File: src/rtl/sfr_pkg.sv
`default_nettype none
// ----------------------------------------------------------------------------
// sfr_pkg
// Shared types, register codes and helpers for the stream find/replace block.
// ----------------------------------------------------------------------------
package sfr_pkg;

    localparam int CNT_W      = 5;    // counts 0..16
    localparam int REPL_MAX   = 16;
    localparam int CFG_IDX_W  = 3;
    localparam int CFG_DATA_W = 64;

    localparam logic [CFG_IDX_W-1:0] REG_PATTERN_LOW  = 3'd0;
    localparam logic [CFG_IDX_W-1:0] REG_PATTERN_HIGH = 3'd1;
    localparam logic [CFG_IDX_W-1:0] REG_PATTERN_LEN  = 3'd2;
    localparam logic [CFG_IDX_W-1:0] REG_REPL_LOW     = 3'd3;
    localparam logic [CFG_IDX_W-1:0] REG_REPL_HIGH    = 3'd4;
    localparam logic [CFG_IDX_W-1:0] REG_REPL_LEN     = 3'd5;

    // One queued output job: either the replacement string, or a run of text
    // made of pattern bytes 0..held-1 followed by the input byte.
    typedef struct packed {
        logic             is_repl;
        logic [CNT_W-1:0] count;   // bytes to emit, 0 = bare end marker
        logic [CNT_W-1:0] held;    // pattern bytes ahead of the input byte
        logic [7:0]       data;    // input byte
        logic             last;
    } sfr_job_t;

    function automatic logic [7:0] byte_of(input logic [63:0] lo,
                                           input logic [63:0] hi,
                                           input logic [3:0]  idx);
        logic [63:0] w;
        w = idx[3] ? hi : lo;
        return w[{idx[2:0], 3'b000} +: 8];
    endfunction

endpackage
`default_nettype wire

File: src/rtl/sfr_cell.sv
`default_nettype none
// ----------------------------------------------------------------------------
// sfr_cell
// One match cell: holds the "prefix of length j+1 ends here" bit and extends
// the bit handed over by its left neighbor when the new byte fits.
// ----------------------------------------------------------------------------
module sfr_cell (
    input  wire logic       aclk,
    input  wire logic       aresetn,
    input  wire logic       step,
    input  wire logic       clear,
    input  wire logic       active,
    input  wire logic       prev_match,
    input  wire logic [7:0] pat_byte,
    input  wire logic [7:0] in_byte,
    output logic            hit,
    output logic            match
);

    logic match_reg;

    assign hit   = active & prev_match & (in_byte == pat_byte);
    assign match = match_reg;

    always_ff @(posedge aclk) begin
        if (!aresetn) begin
            match_reg <= 1'b0;
        end else if (clear) begin
            match_reg <= 1'b0;
        end else if (step) begin
            match_reg <= hit;
        end
    end

endmodule
`default_nettype wire

File: src/rtl/sfr_match.sv
`default_nettype none
// ----------------------------------------------------------------------------
// sfr_match
// Row of match cells plus held-byte count; turns each input byte into at most
// one output job (released text, or the replacement on a full match).
// ----------------------------------------------------------------------------
module sfr_match
    import sfr_pkg::*;
#(
    parameter int MAX_PATTERN = 16
) (
    input  wire logic             aclk,
    input  wire logic             aresetn,
    input  wire logic             step,
    input  wire logic             pat_wr,
    input  wire logic [7:0]       in_byte,
    input  wire logic             in_last,
    input  wire logic [63:0]      pattern_low,
    input  wire logic [63:0]      pattern_high,
    input  wire logic [CNT_W-1:0] pattern_len,
    input  wire logic [CNT_W-1:0] repl_len,
    output logic                  job_valid,
    output sfr_job_t              job
);

    logic [CNT_W-1:0]       held_reg;
    logic [CNT_W-1:0]       held_next;
    logic [CNT_W-1:0]       eff_len;
    logic [CNT_W-1:0]       rl;
    logic [CNT_W-1:0]       h_new;
    logic [CNT_W-1:0]       text_cnt;
    logic                   full;
    logic                   clear;
    logic [MAX_PATTERN-1:0] hit;
    logic [MAX_PATTERN-1:0] match;
    logic [MAX_PATTERN-1:0] prev;
    logic [MAX_PATTERN-1:0] active;

    assign eff_len = (pattern_len > CNT_W'(MAX_PATTERN)) ? CNT_W'(MAX_PATTERN) : pattern_len;
    assign rl      = (repl_len > CNT_W'(REPL_MAX)) ? CNT_W'(REPL_MAX) : repl_len;

    for (genvar j = 0; j < MAX_PATTERN; j++) begin : g_cell
        if (j == 0) begin : g_head
            assign prev[j] = 1'b1;
        end else begin : g_link
            assign prev[j] = match[j-1];
        end
        assign active[j] = CNT_W'(j) < eff_len;

        sfr_cell u_cell (
            .aclk       (aclk),
            .aresetn    (aresetn),
            .step       (step),
            .clear      (clear),
            .active     (active[j]),
            .prev_match (prev[j]),
            .pat_byte   (byte_of(pattern_low, pattern_high, 4'(j))),
            .in_byte    (in_byte),
            .hit        (hit[j]),
            .match      (match[j])
        );
    end

    // full match at the last active cell; longest surviving prefix otherwise
    always_comb begin
        full  = 1'b0;
        h_new = '0;
        for (int j = 0; j < MAX_PATTERN; j++) begin
            if (hit[j] && (CNT_W'(j + 1) == eff_len)) begin
                full = 1'b1;
            end
            if (hit[j]) begin
                h_new = CNT_W'(j + 1);
            end
        end
    end

    // a pattern write, a full match or the end of the stream empties the window
    assign clear    = pat_wr | (step & (full | in_last));
    assign text_cnt = held_reg + CNT_W'(1) - h_new;

    always_comb begin
        job.is_repl = full;
        job.held    = held_reg;
        job.data    = in_byte;
        job.last    = in_last;
        if (full) begin
            job.count = rl;
        end else if (in_last) begin
            job.count = held_reg + CNT_W'(1);
        end else begin
            job.count = text_cnt;
        end
    end

    assign job_valid = step & ((job.count != '0) | in_last);

    always_comb begin
        held_next = held_reg;
        if (pat_wr) begin
            held_next = '0;
        end else if (step) begin
            held_next = (full | in_last) ? '0 : h_new;
        end
    end

    always_ff @(posedge aclk) begin
        if (!aresetn) begin
            held_reg <= '0;
        end else begin
            held_reg <= held_next;
        end
    end

endmodule
`default_nettype wire

File: src/rtl/sfr_emit.sv
`default_nettype none
// ----------------------------------------------------------------------------
// sfr_emit
// Two-entry job queue and output register; expands each job into bytes.
// ----------------------------------------------------------------------------
module sfr_emit
    import sfr_pkg::*;
(
    input  wire logic        aclk,
    input  wire logic        aresetn,
    input  wire logic        push,
    input  wire sfr_job_t    push_job,
    output logic             push_ready,
    input  wire logic [63:0] pattern_low,
    input  wire logic [63:0] pattern_high,
    input  wire logic [63:0] repl_low,
    input  wire logic [63:0] repl_high,
    output logic             m_tvalid,
    input  wire logic        m_tready,
    output logic [7:0]       m_tdata,
    output logic             m_tuser,
    output logic             m_tlast
);

    sfr_job_t   job_mem_reg [2];
    logic       wr_ptr_reg;
    logic       rd_ptr_reg;
    logic [1:0] fill_reg;
    logic [1:0] fill_next;
    logic [3:0] idx_reg;
    logic [3:0] idx_next;
    logic       m_tvalid_reg;
    logic [7:0] m_tdata_reg;
    logic       m_tuser_reg;
    logic       m_tlast_reg;

    sfr_job_t   head;
    logic       load;
    logic       beat_final;
    logic       pop;
    logic [7:0] beat_byte;

    assign head       = job_mem_reg[rd_ptr_reg];
    assign load       = (fill_reg != 2'd0) & (~m_tvalid_reg | m_tready);
    assign beat_final = (head.count == '0) || ((CNT_W'(idx_reg) + CNT_W'(1)) == head.count);
    assign pop        = load & beat_final;
    assign push_ready = fill_reg != 2'd2;

    always_comb begin
        if (head.count == '0) begin
            beat_byte = 8'd0;
        end else if (head.is_repl) begin
            beat_byte = byte_of(repl_low, repl_high, idx_reg);
        end else if (CNT_W'(idx_reg) < head.held) begin
            beat_byte = byte_of(pattern_low, pattern_high, idx_reg);
        end else begin
            beat_byte = head.data;
        end
    end

    always_comb begin
        case ({push, pop})
            2'b10:   fill_next = fill_reg + 2'd1;
            2'b01:   fill_next = fill_reg - 2'd1;
            default: fill_next = fill_reg;
        endcase
        idx_next = idx_reg;
        if (load) begin
            idx_next = beat_final ? 4'd0 : idx_reg + 4'd1;
        end
    end

    always_ff @(posedge aclk) begin
        if (!aresetn) begin
            wr_ptr_reg   <= 1'b0;
            rd_ptr_reg   <= 1'b0;
            fill_reg     <= 2'd0;
            idx_reg      <= 4'd0;
            m_tvalid_reg <= 1'b0;
        end else begin
            if (push) begin
                wr_ptr_reg <= ~wr_ptr_reg;
            end
            if (pop) begin
                rd_ptr_reg <= ~rd_ptr_reg;
            end
            fill_reg <= fill_next;
            idx_reg  <= idx_next;
            if (load) begin
                m_tvalid_reg <= 1'b1;
            end else if (m_tready) begin
                m_tvalid_reg <= 1'b0;
            end
        end
    end

    // payload, no reset
    always_ff @(posedge aclk) begin
        if (push) begin
            job_mem_reg[wr_ptr_reg] <= push_job;
        end
        if (load) begin
            m_tdata_reg <= beat_byte;
            m_tuser_reg <= head.count != '0;
            m_tlast_reg <= head.last & beat_final;
        end
    end

    assign m_tvalid = m_tvalid_reg;
    assign m_tdata  = m_tdata_reg;
    assign m_tuser  = m_tuser_reg;
    assign m_tlast  = m_tlast_reg;

endmodule
`default_nettype wire

File: src/rtl/stream_find_replace.sv
`default_nettype none
// A byte's first result passes through the job queue, then the output register.
// Throughput: one input byte per cycle while the job queue has room; a byte's n results
//   go out in turn (replacement bursts, flush on tlast), buffered by a 2-entry job queue.
// The match decision is made in the cycle of the transfer by a row of MAX_PATTERN cells.
// Reset (aresetn, synchronous): clears match cells, held count, job queue, output valid
//   and all configuration registers.
// ----------------------------------------------------------------------------
// stream_find_replace
// Byte stream find/replace: each leftmost non-overlapping occurrence of the
// pattern is replaced; held bytes are flushed on tlast.
// ----------------------------------------------------------------------------
module stream_find_replace
    import sfr_pkg::*;
#(
    parameter int MAX_PATTERN = 16
) (
    input  wire logic                  aclk,
    input  wire logic                  aresetn,
    input  wire logic                  cfg_wr_en,
    input  wire logic [CFG_IDX_W-1:0]  cfg_index,
    input  wire logic [CFG_DATA_W-1:0] cfg_wdata,
    input  wire logic                  s_tvalid,
    output logic                       s_tready,
    input  wire logic [7:0]            s_tdata,   // [7:0] in_byte
    input  wire logic                  s_tlast,
    output logic                       m_tvalid,
    input  wire logic                  m_tready,
    output logic [7:0]                 m_tdata,   // [7:0] out_byte
    output logic                       m_tuser,   // [0] byte_valid
    output logic                       m_tlast
);

    logic [63:0]      pattern_low_reg;
    logic [63:0]      pattern_high_reg;
    logic [CNT_W-1:0] pattern_len_reg;
    logic [63:0]      repl_low_reg;
    logic [63:0]      repl_high_reg;
    logic [CNT_W-1:0] repl_len_reg;
    logic             pat_wr;
    logic             step;
    logic             job_valid;
    sfr_job_t         job;

    always_comb begin
        pat_wr = 1'b0;
        if (cfg_wr_en) begin
            unique case (cfg_index)
                REG_PATTERN_LOW,
                REG_PATTERN_HIGH,
                REG_PATTERN_LEN: pat_wr = 1'b1;
                default:         pat_wr = 1'b0;
            endcase
        end
    end

    always_ff @(posedge aclk) begin
        if (!aresetn) begin
            pattern_low_reg  <= '0;
            pattern_high_reg <= '0;
            pattern_len_reg  <= '0;
            repl_low_reg     <= '0;
            repl_high_reg    <= '0;
            repl_len_reg     <= '0;
        end else if (cfg_wr_en) begin
            unique case (cfg_index)
                REG_PATTERN_LOW:  pattern_low_reg  <= cfg_wdata;
                REG_PATTERN_HIGH: pattern_high_reg <= cfg_wdata;
                REG_PATTERN_LEN:  pattern_len_reg  <= cfg_wdata[CNT_W-1:0];
                REG_REPL_LOW:     repl_low_reg     <= cfg_wdata;
                REG_REPL_HIGH:    repl_high_reg    <= cfg_wdata;
                REG_REPL_LEN:     repl_len_reg     <= cfg_wdata[CNT_W-1:0];
                default: ;
            endcase
        end
    end

    assign step = s_tvalid & s_tready;

    sfr_match #(
        .MAX_PATTERN (MAX_PATTERN)
    ) u_match (
        .aclk         (aclk),
        .aresetn      (aresetn),
        .step         (step),
        .pat_wr       (pat_wr),
        .in_byte      (s_tdata),
        .in_last      (s_tlast),
        .pattern_low  (pattern_low_reg),
        .pattern_high (pattern_high_reg),
        .pattern_len  (pattern_len_reg),
        .repl_len     (repl_len_reg),
        .job_valid    (job_valid),
        .job          (job)
    );

    sfr_emit u_emit (
        .aclk         (aclk),
        .aresetn      (aresetn),
        .push         (job_valid),
        .push_job     (job),
        .push_ready   (s_tready),
        .pattern_low  (pattern_low_reg),
        .pattern_high (pattern_high_reg),
        .repl_low     (repl_low_reg),
        .repl_high    (repl_high_reg),
        .m_tvalid     (m_tvalid),
        .m_tready     (m_tready),
        .m_tdata      (m_tdata),
        .m_tuser      (m_tuser),
        .m_tlast      (m_tlast)
    );

endmodule
`default_nettype wire

File: config.mk
export PLATFORM = sky130hd
export DESIGN_NAME = stream_find_replace
export DESIGN_NICKNAME = d
export VERILOG_FILES = /design/src/rtl/sfr_pkg.sv /design/src/rtl/sfr_cell.sv /design/src/rtl/sfr_match.sv /design/src/rtl/sfr_emit.sv /design/src/rtl/stream_find_replace.sv
export SDC_FILE = /design/constraint.sdc
export NUM_CORES = 1
export LEC_CHECK = 0
export ABC_CLOCK_PERIOD_IN_PS = 4550
export BUFFER_PORTS_ARGS = -buffer_cell sky130_fd_sc_hd__buf_2
export CORE_MARGIN = 1.5
export CORE_UTILIZATION = 55
export CTS_CLUSTER_DIAMETER = 150
export CTS_CLUSTER_SIZE = 24
export DETAILED_ROUTE_END_ITERATION = 10
export PLACE_DENSITY = 0.86
export SETUP_SLACK_MARGIN = 0.05
export SLEW_MARGIN = 15
export SYNTH_ARGS = -nofsm -noshare
export SYNTH_HDL_FRONTEND = slang
export SYNTH_SLANG_ARGS = --single-unit
export TNS_END_PERCENT = 1
File: constraint.sdc
create_clock -name aclk -period 4.55 [get_ports aclk]
set_input_delay 0.2275 -clock aclk [delete_from_list [all_inputs] [get_ports aclk]]
set_output_delay 0.2275 -clock aclk [all_outputs]
set_load 0.05 [all_outputs]
[Word-level counts from Yosys, hierarchy flattened]
Memory sizes are Yosys's and may differ from the RTL's. A register that Yosys moved wholly into a read port is not among the register bits.
Index checks and enable logic that the tools add are counted.
W data, S select, Z words.
Operators by class
  add/subtract/negate cells: 6
  magnitude comparators: 19
  equal/unequal tests: 41
  shifts and indexed selects: 2
  multiplexer cells: 51
  bitwise operators: 45
  reductions and logical operators: 33
Operators by type and width (count)
  $eq A8 B8 Y1: 16
  $mux W64: 2
  $shiftx A64 B7 Y8: 2
  $eq A4 B5 Y1 const A: 8
  $lt A4 B5 Y1 const A: 8
  $and A1 B1 Y1: 37
  $mux W4: 9
  $mux W5: 6
  $mux W1: 25
  $eq A3 B5 Y1 const A: 4
  $lt A3 B5 Y1 const A: 4
  $logic_and A1 B1 Y1: 16
  $mux W8: 2
  $mux W3: 4
  $reduce_and A2 Y1: 6
  $eq A2 B5 Y1 const A: 2
  $gt A5 B5 Y1 const B: 2
  $lt A1 B5 Y1 const A: 2
  $lt A2 B5 Y1 const A: 2
  $reduce_bool A5 Y1: 2
  $eq A3 B2 Y1 const B: 2
  $eq A3 B3 Y1 const B: 2
  $reduce_bool A2 Y1: 3
  $add A4 B1 Y5 const B: 1
  other kinds (22): 30
Word-level totals
  bits in registers: 305
  RAM bits: 40
  logic and storage cells: 228
  memories kept: 1
Memory list
  u_emit.job_mem_reg: words 2, width 20, rd ports 1, clocked after memory_dff 1, wr ports 1, line sfr_emit.sv:25  | sfr_job_t job_mem_reg [2];

[Logic depth before layout (Yosys ltp)]
Gate-level depths: netlist of the first run.
  depth in word-level cells: 28
  depth in mapped cells: 25
  gate-level depth less buffers: 23

[By module]
From an unflattened synthesis of the first run, not the netlist that was laid out.
Unflattened totals
  cell total of the unflattened synthesis: 1674
  area total of the unflattened synthesis: 17829.6 um2
By module, submodules not included
  stream_find_replace: times used 1, cells an instance 937, area an instance 9778.1 um2
  sfr_emit: times used 1, cells an instance 320, area an instance 4524.3 um2
  sfr_cell: times used 16, cells an instance 16, area an instance 146.4 um2
  sfr_match: times used 1, cells an instance 161, area an instance 1184.9 um2

[Worst setup path before layout of the first run]
OpenSTA, ideal clock, no wires.
  path type: input port to flip-flop
  start: in s_tdata[4]
  end: mem u_emit.job_mem_reg[0][0] (netlist bit), enable pin
  data arrival time: 4.400 ns
  data required time: 4.153 ns
  slack: -0.247 ns
  stages on the path: 20
  path buffers: 1
  cell sequence: buf_4 xor2_1 or4_4 a2111o_1 a21oi_1 o21a_1 a21oi_1 a31oi_1 ha_1 inv_1 fa_1 a21o_1 a21oi_1 and2_1 mux2i_1 xnor2_1 nor4_1 a211oi_2 inv_2 nor2_1
Between the ends
  word-level cells in the longest chain between the ends: 26
  elaborated cells on any way between the ends: 88
  those cells by class: 1 x add/sub; 16 x eq/ne; 36 x mux; 18 x bitwise; 17 x reduce/logical
Ends and longest elaborated chain
  start, declared: line stream_find_replace.sv:25  | input wire logic [7:0] s_tdata,
  $eq A8 B8 Y1: line sfr_cell.sv:22  | assign hit = active & prev_match & (in_byte == pat_byte);
  $and A1 B1 Y1: line sfr_cell.sv:22
  $mux W1: line sfr_match.sv:72  | if (hit[j]) begin
  $mux W2 (2 in series): line sfr_match.sv:72
  $mux W3 (4 in series): line sfr_match.sv:72
  $mux W4 (8 in series): line sfr_match.sv:72
  $mux W5: line sfr_match.sv:72
  $sub A5 B5 Y5: line sfr_match.sv:80  | assign text_cnt = held_reg + CNT_W'(1) - h_new;
  $mux W5: line sfr_match.sv:89  | end else if (in_last) begin
  $mux W5 *: line sfr_match.sv:87  | if (full) begin
  $reduce_bool A5 Y1 *: line sfr_match.sv:96  | assign job_valid = step & ((job.count != '0) | in_last);
  $or A1 B1 Y1 *: line sfr_match.sv:96
  $and A1 B1 Y1 *: line sfr_match.sv:96
  $mux W1 *: line sfr_emit.sv:99  | if (push) begin
  $mux W1 (implied by the code) *: line sfr_emit.sv:100  | job_mem_reg[wr_ptr_reg] <= push_job;
  end, declared: line sfr_emit.sv:25
Mark *: on every way between the ends. The rest lies on a longest branch, timed or not.

[Final worst setup path of the first run]
  start: reg pattern_len_reg[1]
  end: reg u_emit.fill_reg[1]
Between the ends
  word-level cells in the longest chain between the ends: 28
  elaborated cells on any way between the ends: 123
  those cells by class: 1 x add/sub; 17 x order compare; 18 x eq/ne; 36 x mux; 33 x bitwise; 18 x reduce/logical
Ends and longest elaborated chain
  start, declared: line stream_find_replace.sv:36  | logic [CNT_W-1:0] pattern_len_reg;
  start signal, assigned: line stream_find_replace.sv:69  | REG_PATTERN_LEN: pattern_len_reg <= cfg_wdata[CNT_W-1:0];
  $gt A5 B5 Y1: line sfr_match.sv:39  | assign eff_len = (pattern_len > CNT_W'(MAX_PATTERN)) ? CNT_W'(MAX_PATTERN) : pattern_len;
  $mux W5 *: line sfr_match.sv:39
  $lt A1 B5 Y1: line sfr_match.sv:48  | assign active[j] = CNT_W'(j) < eff_len;
  $and A1 B1 Y1: line sfr_cell.sv:22
  $mux W1 or $and A1 B1 Y1 (tied branches): line sfr_match.sv:72, sfr_cell.sv:22
  $mux W2 (2 in series): line sfr_match.sv:72
  $mux W3 (4 in series): line sfr_match.sv:72
  $mux W4 (8 in series): line sfr_match.sv:72
  $mux W5: line sfr_match.sv:72
  $sub A5 B5 Y5: line sfr_match.sv:80
  $mux W5: line sfr_match.sv:89
  $mux W5 *: line sfr_match.sv:87
  $reduce_bool A5 Y1 *: line sfr_match.sv:96
  $or A1 B1 Y1 *: line sfr_match.sv:96
  $and A1 B1 Y1 *: line sfr_match.sv:96
  $eq A2 B1 Y1 or $eq A2 B2 Y1 (tied branches): line sfr_emit.sv:62  | case ({push, pop})
  $pmux W2 S2 or $reduce_bool A2 Y1 (tied branches)
  end signal, assigned: line sfr_emit.sv:87  | fill_reg <= fill_next;
  end, declared: line sfr_emit.sv:28  | logic [1:0] fill_reg;
Marked as above.
A chain may end at the register's enable or synchronous reset.

==> flow_summary.toml, run 1 <==
[setup_path]
r2r-start = "pattern_len_reg[1]"
crit_path_end_kind = "flop"
cpPeakStageDelay_ns = 0.35
crit_fanout = 7
cp_common_cell = "buf_4"
reg2reg_slack_ns = 0.004
crit_type = "flop to flop"
worstPathRequired_ns = 5.02
cp_slowest_cell = "dfxtp_1"
path_buf_inv = 5
ff2ff_path_depth = 25
cp.arrival_ns = 5.02
path_delay_family = "compound AO/OA/AOI/OAI gates"
rr_endpoint = "u_emit.fill_reg[1]"
start_kind = "flop"

[synthesis]
synth_area_leaders = "dfxtp_1, nand2_1, a21boi_0"
ys_seq_area_share_pct = 42.4
synth_top_family_by_area = "simple AND/OR/NAND/NOR gates"
syn_area_per_cell_um2 = 9.10
synth_simple_gate_area_share_pct = 18.2
synth_compound_area_share_pct = 16.5
synth_nets = 2014
synth.largest_area_cell = "dfxtp_1"
yosys_warnings = 0
synth_cell_type_count = 70
muxShareOfSynthArea_pct = 10.9
async_reset_ff_share_pct = 0
mappedNetlistArea_um2 = 17500
synth_xor_area_share_pct = 7.21
synth-seq-cells = 346
synth_ff_type = "dfxtp_1"
synth_edf_count = 50
syn_inst = 1922
synthAdderAreaFrac_pct = 0.829
synth_top_area_share_pct = 33.9

[global_route]
antenna_found_initial = 0
grt_usage_pct = 32.4
grt_pass1_wl_um = 82700
grt.overflow.total = 0
grt_max_degree = 207
grt_pass1_vias = 14300

[detailed_routing]
dr.first_iter.drc_count = 1542
first_pass_iters = 5
vias_per_cell = 6.06
post_drt_wl_per_cell_um = 21.8
drc = 0
ant_nets = 0
drt-total-wl_um = 53800
vias = 15000

[floorplanning]
design.core.area_um2 = 31500
die_area_um2 = 32900
dieWidth_um = 181
io_pins = 93
start_util_pct = 55.6
num_rows = 65
die_y_um = 181

[sta]
worst_pin_slew_ns = 1.14
final-setup-viol-count = 0
finalCriticalPeriod_ns = 4.55
setup_ws_ns = 0.00420
timing.slew.headroom_pct = 24.2
slew_violations = 0
finalCritPeriodShare_pct = 99.9
rsz0062_at_grt = "yes"
hold_viol_final = 0
setup_tns_ns = 0
finClkSkew_ns = 0.0265
max_freq_ghz = 0.220

[placed_design]
pre_cts_ws_ns = -0.327
post-dp-hpwl_um = 39000
placed_area_um2 = 18900
portBuffers = 92
routabilityCongestion = 1.01

[clock_tree]
clockBufferDepth = 3
cts_tree = "yes"
clkLatencyLatePin_ns = 0.54
cts_root_buf = "clkbuf_16"
cts_max_level = 1
cts-buffers-inserted = 18
clkSinkCount = 346
path_clk_slew_ns = 0.11

[final_layout]
drive_gt1_share_pct = 17.0
design_area_um2 = 19900
fillers = 2539
layout.nets = 2159
syn2layout_area_growth_pct = 13.8
n_antenna_cell = 0
most-common-layout-cells = "nand2_1, dfxtp_1, a21boi_0, buf_4, xnor2_1"
layout_commonest_cell = "nand2_1"

[hold_path]
hold_path.class = "input pin to flop"
hp-start = "cfg_wdata[63]"
holdPathEnd = "pattern_high_reg[63]"
min_path_cells = 3

[flow_run]
maxCapViolCount = 0

[status]
status = "finished clean"

[power_and_ir_drop]
power_density_nw_per_um2 = 323
ir_drop_mv = 0.264
leakage_nw = 6.76
worst register-to-register path: stages, from the launching register on:
cell and delay [ns]:
dfxtp_1 0.35, buf_4 0.17, buf_4 0.14, a31oi_1 0.16, nor4_2 0.32, buf_4 0.20
o21bai_1 0.11, a22oi_1 0.10, nand4b_1 0.11, a21oi_2 0.09, a31oi_1 0.17, ha_2 0.21
inv_1 0.05, fa_2 0.34, a21o_1 0.18, a21oi_2 0.14, and2_1 0.13, mux2i_1 0.07
xnor2_1 0.28, nor4_2 0.09, a211oi_2 0.23, inv_2 0.09, ha_4 0.17, xnor2_1 0.13
or3_1 0.31, a21boi_1 0.12
synthesized netlist by cell type, types with 3 or more instances:
cell,number
or3_1,6
nand4b_1,3
a21oi_1,18
buf_4,5
a21boi_0,257
mux2_2,13
xor2_1,37
buf_6,9
nand2_1,566
nand4_1,21
or4_1,11
nor2b_1,15
buf_1,8
inv_1,8
mux4_2,44
a31oi_1,4
o21ai_1,6
clkbuf_1,105
a221oi_1,21
nor4_1,10
or2_2,3
nor3_1,16
o21a_1,8
mux2i_1,77
ha_1,10
nand2b_1,9
buf_2,17
nor3b_1,4
nand3_1,15
xnor2_1,107
nand3b_1,7
nor2_1,30
a22o_1,11
o21ai_0,39
edfxtp_1,50
dfxtp_1,296
and2_1,8
o211ai_1,4
a22oi_1,5
kinds of logic (layout without fill, tap and decap cells):
kind of cell | after synthesis | after routing
AO/OA/AOI/OAI | 394 | 394
XOR/XNOR | 144 | 144
adder cells (fa/ha/maj) | 11 | 11
buffers and inverters | 154 | 304
flip-flops | 346 | 346
multiplexers | 134 | 134
AND/OR/NAND/NOR | 739 | 739
worst max path at each step:
| stage | start | end | slack [ns] | depth (start not counted) |
|---|---|---|---|---|
| 2_1_floorplan | s_tdata[4] | u_emit.job_mem_reg[0][0] | 0.08 | 20 |
| 6_report | pattern_len_reg[1] | u_emit.fill_reg[1] | 0.004 | 25 |
| 5_1_grt | pattern_len_reg[1] | u_emit.fill_reg[1] | -0.23 | 24 |
| 3_3_place_gp | s_tdata[4] | u_emit.fill_reg[1] | -0.20 | 24 |
| 4_1_cts | pattern_high_reg[22] | u_emit.fill_reg[1] | -0.02 | 22 |
| 3_5_place_dp | s_tdata[4] | u_emit.fill_reg[1] | -0.33 | 24 |
final cells by class:
class                      instances  area (um2)  area share (%)
clock buffer                      24         494            2.48
clock inverter                     1        16.3          0.0817
inverter                          10        37.5           0.189
multi-input combinational       1422        9470            47.6
sequential                       346        7440            37.4
tap                              402         503            2.53
timing repair buffer             269        1950            9.78
per-layer routing:
metal | wire [um] | track usage [%] | up-vias
met2 | 24500 | 51.9 | 701
met1 | 23100 | 45.6 | 7277
met3 | 4280 | 3.91 | 122
li1 | - | - | 6892
met5 | 0 | 0 | -
met4 | 1900 | 10.9 | 0
power breakdown:
| group | switching [mW] | total (mW) | internal [mW] |
|---|---|---|---|
| clock network | 1.02 | 1.79 | 0.775 |
| registers | 0.111 | 3.36 | 3.25 |
| logic | 0.779 | 1.28 | 0.502 |
what timing repair did:
item | CTS | global route
gates resized for setup | 12 | 9
setup buffers | 2 | 2
endpoints found under the hold margin | 81 | 0
hold buffers | 36 | 0
setup endpoints to repair | 42 | 42
pin swaps | 4 | 7
through the flow:
stage                     power (mW)  cells  hold slack (ns)  utilization, %
after floorplan                 4.21   1922            0.326               -
after global placement          4.63   2409            0.441            60.2
after detailed placement        4.66   2409            0.453            60.2
after CTS                       6.41   2472         0.000837            63.1
after global routing            6.63   2474          0.00779            63.3
final                           6.43   2474         0.000106            63.3
Note: power is estimated with default switching activity, not from simulation.
==> inputs of run 2 (changes only) <==
--- a/config.mk
+++ b/config.mk
@@ -8,11 +8,11 @@
 export ABC_CLOCK_PERIOD_IN_PS = 4550
 export BUFFER_PORTS_ARGS = -buffer_cell sky130_fd_sc_hd__buf_2
 export CORE_MARGIN = 1.5
-export CORE_UTILIZATION = 55
+export CORE_UTILIZATION = 35
 export CTS_CLUSTER_DIAMETER = 150
 export CTS_CLUSTER_SIZE = 24
 export DETAILED_ROUTE_END_ITERATION = 10
-export PLACE_DENSITY = 0.86
+export PLACE_DENSITY = 0.62
 export SETUP_SLACK_MARGIN = 0.05
 export SLEW_MARGIN = 15
 export SYNTH_ARGS = -nofsm -noshare
==> flow_summary.toml, run 2 (same netlist as run 1, synthesis figures left out) <==
[setup_path]
crit_fanout = 3
start_kind = "flop"
path_delay_family = "compound AO/OA/AOI/OAI gates"
crit_type = "flop to flop"
crit_path_end_kind = "flop"
rr_endpoint = "u_emit.fill_reg[1]"
reg2reg_slack_ns = 0.007
ff2ff_path_depth = 21
cpPeakStageDelay_ns = 0.54
cp_cell_sequence = "xor2_1 > or4_4 > a2111o_1 > buf_4 > nand2b_1 > a31oi_1 > o31ai_2 > nand2_1 > fa_2 > a21o_1 > a21oi_2 > and2_1 > mux2i_1 > xnor2_1 > nor4_2 > a211oi_2 > inv_2 > ha_1 > xnor2_1 > or3_1 > a21boi_1"
path_buf_inv = 2
cp_common_cell = "xnor2_1"
cp.arrival_ns = 5.01
worstPathRequired_ns = 5.02
cp_slowest_cell = "or4_4"
r2r-start = "pattern_high_reg[22]"

[floorplanning]
io_pins = 93
num_rows = 81
die_y_um = 227
dieWidth_um = 227
start_util_pct = 35.6
die_area_um2 = 51300
design.core.area_um2 = 49200

[flow_run]
maxCapViolCount = 0

[placed_design]
dp.cells = 2713
portBuffers = 92
post-dp-hpwl_um = 44000
routabilityCongestion = 0.980
pre_cts_ws_ns = -0.220

[clock_tree]
clockBufferDepth = 3
cts_tree = "yes"
clkLatencyLatePin_ns = 0.55
clkSinkCount = 346
cts_root_buf = "clkbuf_16"
path_clk_slew_ns = 0.10
cts_max_level = 1
cts-buffers-inserted = 18

[hold_path]
min_path_cells = 3
holdPathEnd = "repl_low_reg[2]"
hp-start = "cfg_wdata[2]"
hold_path.class = "input pin to flop"

[detailed_routing]
vias_per_cell = 5.29
post_drt_wl_per_cell_um = 21.1
ant_nets = 0
drt-total-wl_um = 59100
first_pass_iters = 6
drc = 0
dr.first_iter.drc_count = 1445
vias = 14800

[global_route]
antenna_found_initial = 0
grt_pass1_wl_um = 89200
grt_pass1_vias = 14400
grt.overflow.total = 0
grt_max_degree = 161
grt_usage_pct = 23.1

[sta]
finalCriticalPeriod_ns = 4.54
rsz0062_at_grt = "yes"
worst_pin_slew_ns = 0.982
setup_ws_ns = 0.00737
slew_violations = 0
max_freq_ghz = 0.220
finalCritPeriodShare_pct = 99.8
final-setup-viol-count = 0
timing.slew.headroom_pct = 34.6
finClkSkew_ns = 0.0235
hold_viol_final = 0

[final_layout]
layout_commonest_cell = "nand2_1"
drive_gt1_share_pct = 18.3
final_util_pct = 42.3
most-common-layout-cells = "nand2_1, dfxtp_1, a21boi_0, buf_4, xnor2_1"
syn2layout_area_growth_pct = 18.8
final_cells = 2802
layout.nets = 2222

[power_and_ir_drop]
ir_drop_mv = 0.239
leakage_nw = 7.07
power_density_nw_per_um2 = 312

[status]
status = "finished clean"
## run 2: where the power goes
| group | switching (mW) | internal, mW | total (mW) |
|---|---|---|---|
| Clock | 1.04 | 0.747 | 1.79 |
| Combinational | 0.759 | 0.534 | 1.29 |
| Sequential | 0.161 | 3.25 | 3.41 |
## run 2: worst reg2reg max path, cell delays in order (launching register included)
cell and delay [ns]:
dfxtp_2 0.36, xor2_1 0.16, or4_4 0.54, a2111o_1 0.34
buf_4 0.16, nand2b_1 0.08, a31oi_1 0.05, o31ai_2 0.32
nand2_1 0.14, fa_2 0.36, a21o_1 0.17, a21oi_2 0.13
and2_1 0.14, mux2i_1 0.08, xnor2_1 0.25, nor4_2 0.09
a211oi_2 0.23, inv_2 0.06, ha_1 0.19, xnor2_1 0.15
or3_1 0.31, a21boi_1 0.13
## run 2: layer usage
layer | vias to the layer above | share of wire, % | track usage (%)
li1 | 7011 | - | -
met1 | 7312 | 46 | 32.9
met2 | 418 | 47 | 37.8
met3 | 69 | 4.6 | 1.76
met4 | 0 | 2.4 | 5.59
met5 | - | 0 | 0
## run 2: how the worst max path moves through the flow
stage | start | cells after the start | end
2_1_floorplan | s_tdata[4] | 20 | u_emit.job_mem_reg[0][0]
3_3_place_gp | s_tdata[1] | 23 | u_emit.fill_reg[1]
3_5_place_dp | s_tdata[1] | 22 | u_emit.fill_reg[1]
4_1_cts | pattern_high_reg[22] | 20 | u_emit.fill_reg[1]
5_1_grt | pattern_high_reg[20] | 22 | u_emit.fill_reg[1]
6_report | pattern_high_reg[22] | 21 | u_emit.fill_reg[1]
## run 2: final cells by class
| type | count | area (um2) |
|---|---|---|
| multi-input cells | 1422 | 9450 |
| clock buffers | 23 | 469 |
| clock inverters | 2 | 32.5 |
| repair buffers | 332 | 2530 |
| diodes | 3 | 7.51 |
| inverters | 10 | 37.5 |
| fillers | 4863 | 28400 |
| flip-flops and latches | 346 | 7440 |
| well taps | 664 | 831 |
## run 2: per-stage QoR
stage	instance area [um2]	total power, mW	hold WS (ns)	setup TNS, ns
global route	20800	6.73	0.0499	-4.48
detailed placement	19600	4.72	0.453	-1.69
floorplan	17500	4.21	0.326	0
global placement	19600	4.70	0.444	-1.55
CTS	20800	6.53	0.0258	-0.0406
finish	20800	6.50	0.0411	0
## run 2: timing repair
action / in CTS / in global routing
pin swaps: 7 / 7
gates cloned: 0 / 0
hold buffers: 58 / 0
endpoints found under the setup margin: 22 / 42
resized for setup: 13 / 5
endpoints found under the hold margin: 220 / 0
buffers inserted: 2 / 1
==> inputs of run 3 (changes only) <==
--- a/config.mk
+++ b/config.mk
@@ -17,5 +17,6 @@
 export SLEW_MARGIN = 15
 export SYNTH_ARGS = -nofsm -noshare
 export SYNTH_HDL_FRONTEND = slang
+export SYNTH_HIERARCHICAL = 1
 export SYNTH_SLANG_ARGS = --single-unit
 export TNS_END_PERCENT = 1
==> flow_summary.toml, run 3 <==
[placed_design]
pre_cts_ws_ns = -0.354
post-dp-hpwl_um = 38400
portBuffers = 92
dp.cells = 2439
routabilityCongestion = 0.933

[final_layout]
drive_gt1_share_pct = 22.6
regArea_um2 = 7460
layout_commonest_cell = "nand2_1"
most-common-layout-cells = "nand2_1, mux2i_1, dfxtp_1, xnor2_1, buf_4"
syn2layout_area_growth_pct = 13.5
layout.nets = 1886
multiInputGateArea_um2 = 9760
fillers = 4873
final_cells = 2475

[setup_path]
crit_fanout = 4
r2r-start = "pattern_len_reg[4]"
cp_cell_sequence = "nor2_4 > inv_2 > nor2_4 > inv_2 > or2_2 > nand2_2 > nor4_4 > inv_1 > a21oi_1 > o311a_1 > o22ai_2 > ha_2 > inv_2 > fa_2 > and3_4 > or4_4 > a21o_1 > a221oi_2 > a211oi_2 > inv_2 > ha_4 > or3_4 > a21boi_2"
path_buf_inv = 5
rr_endpoint = "u_emit/fill_reg[1]"
path_delay_family = "simple AND/OR/NAND/NOR gates"
crit_path_end_kind = "flop"
crit_path_start = "pattern_len_reg[4]"
start_kind = "flop"
cp.arrival_ns = 5.03
crit_end = "u_emit/fill_reg[1]"
cpPeakStageDelay_ns = 0.42
reg2reg_slack_ns = -0.004
worstPathRequired_ns = 5.03
crit_type = "flop to flop"
cp_slowest_cell = "or4_4"
cp_common_cell = "inv_2"
crit_cells = 23
ff2ff_path_depth = 23

[sta]
finalCriticalPeriod_ns = 4.55
setup_ws_ns = -0.00373
hold_viol_final = 0
final-setup-viol-count = 1
rsz0062_at_grt = "yes"
finClkSkew_ns = 0.0353
max_freq_ghz = 0.220
finalCritPeriodShare_pct = 100
timing.slew.headroom_pct = 38.2
slew_violations = 0
worst_pin_slew_ns = 0.927

[clock_tree]
clkLatencyLatePin_ns = 0.55
cts_max_level = 1
cts_tree = "yes"
clkSinkCount = 346
clockBufferDepth = 3
cts_root_buf = "clkbuf_16"
cts-buffers-inserted = 18
path_clk_slew_ns = 0.11

[synthesis]
syn_area_per_cell_um2 = 10.7
synth_nets = 1762
yosys_warnings = 6
mappedNetlistArea_um2 = 17800
syn_inst = 1670

[detailed_routing]
drc = 0
dr.first_iter.drc_count = 889
drt-total-wl_um = 51700
ant_nets = 0
vias_per_cell = 5.24
vias = 13000
post_drt_wl_per_cell_um = 20.9
first_pass_iters = 7

[power_and_ir_drop]
leakage_nw = 8.44
seq_power_share_pct = 51.0
p_total_mw = 6.69
p_int_mw = 4.60
ir_drop_mv = 0.280
p_comb_share_pct = 22.1
power.switching_mw = 2.08
netSwitchingFraction_pct = 31.2
power_density_nw_per_um2 = 331
clockPowerShare_pct = 26.9

[global_route]
grt_max_degree = 150
grt_usage_pct = 19.5
grt_pass1_vias = 13100
grt_pass1_wl_um = 79100
antenna_found_initial = 3
grt.overflow.total = 0

[status]
status = "finished with violations"
violations = "negative setup slack"

[hold_path]
hold_path.class = "input pin to flop"

[floorplanning]
start_util_pct = 35.5
dieWidth_um = 228
io_pins = 93
die_area_um2 = 52200
num_rows = 82
design.core.area_um2 = 50200
die_y_um = 228

[flow_run]
maxCapViolCount = 0
==> run 3: cell type report <==
cell class / instances / share of cell area [%]
antenna: 3 / 0.0372
clock inverter: 1 / 0.0806
timing repair buffer: 215 / 7.42
tap: 672 / 4.16
inverter: 28 / 0.533
clock buffer: 25 / 2.47
sequential: 346 / 36.9
multi-input combinational: 1185 / 48.4
==> run 3: metrics by stage <==
stage	instance area (um2)	utilization, %	hold slack, ns	setup TNS [ns]
3_3_place_gp	19400	38.7	0.441	-4.87
2_1_floorplan	17800	-	0.398	-0.0814
6_report	20200	40.2	0.0240	-0.00373
5_1_grt	20200	40.2	0.0356	-1.35
3_5_place_dp	19400	38.7	0.450	-10.00
4_1_cts	20100	40.0	0.0120	0
==> run 3: routing by layer <==
| layer | GRT usage, % | up-vias | routed length (um) | part of all wire (%) |
|---|---|---|---|---|
| met3 | 2.54 | 82 | 2480 | 4.8 |
| met5 | 0 | - | 0 | 0 |
| met1 | 25.2 | 6423 | 22400 | 43 |
| li1 | - | 6146 | - | - |
| met2 | 33.4 | 329 | 24900 | 48 |
| met4 | 6.81 | 0 | 1910 | 3.7 |
==> run 3: how the worst min path moves through the flow <==
| stage | start | to | slack, ns | cells past startpoint |
|---|---|---|---|---|
| 3_5_place_dp | repl_low_reg[27] | repl_low_reg[27] | 0.45 | 2 |
| 3_3_place_gp | repl_high_reg[61] | repl_high_reg[61] | 0.44 | 2 |
| 6_report | cfg_wdata[53] | repl_low_reg[53] | 0.02 | 3 |
| 2_1_floorplan | aresetn | u_match/g_cell[0].u_cell/match | 0.40 | 1 |
| 4_1_cts | cfg_wdata[37] | repl_low_reg[37] | 0.01 | 3 |
| 5_1_grt | cfg_wdata[30] | pattern_high_reg[30] | 0.04 | 3 |
==> run 3: power groups by stage <==
stage | logic [mW] | clock network (mW) | registers, mW
floorplan | 0.914 | 0 | 3.54
global placement | 1.43 | 0 | 3.48
detailed placement | 1.45 | 0 | 3.48
CTS | 1.46 | 1.85 | 3.41
global route | 1.57 | 1.96 | 3.44
finish | 1.48 | 1.80 | 3.41
==> run 3: worst reg2reg max path, delay by kind of cell (launching register included) <==
kind	cells	cell delay (ns)
AND/OR/NAND/NOR	8	1.62
flip-flops	1	0.36
buffers and inverters	5	0.32
AO/OA/AOI/OAI	7	1.37
adder cells (fa/ha/maj)	3	0.82
==> run 3: repair_timing <==
action | CTS | global route
pin swaps | 14 | 19
buffers inserted | 5 | 2
endpoints found under the setup margin | 43 | 42
gates resized for setup | 27 | 26
hold buffers | 0 | 0
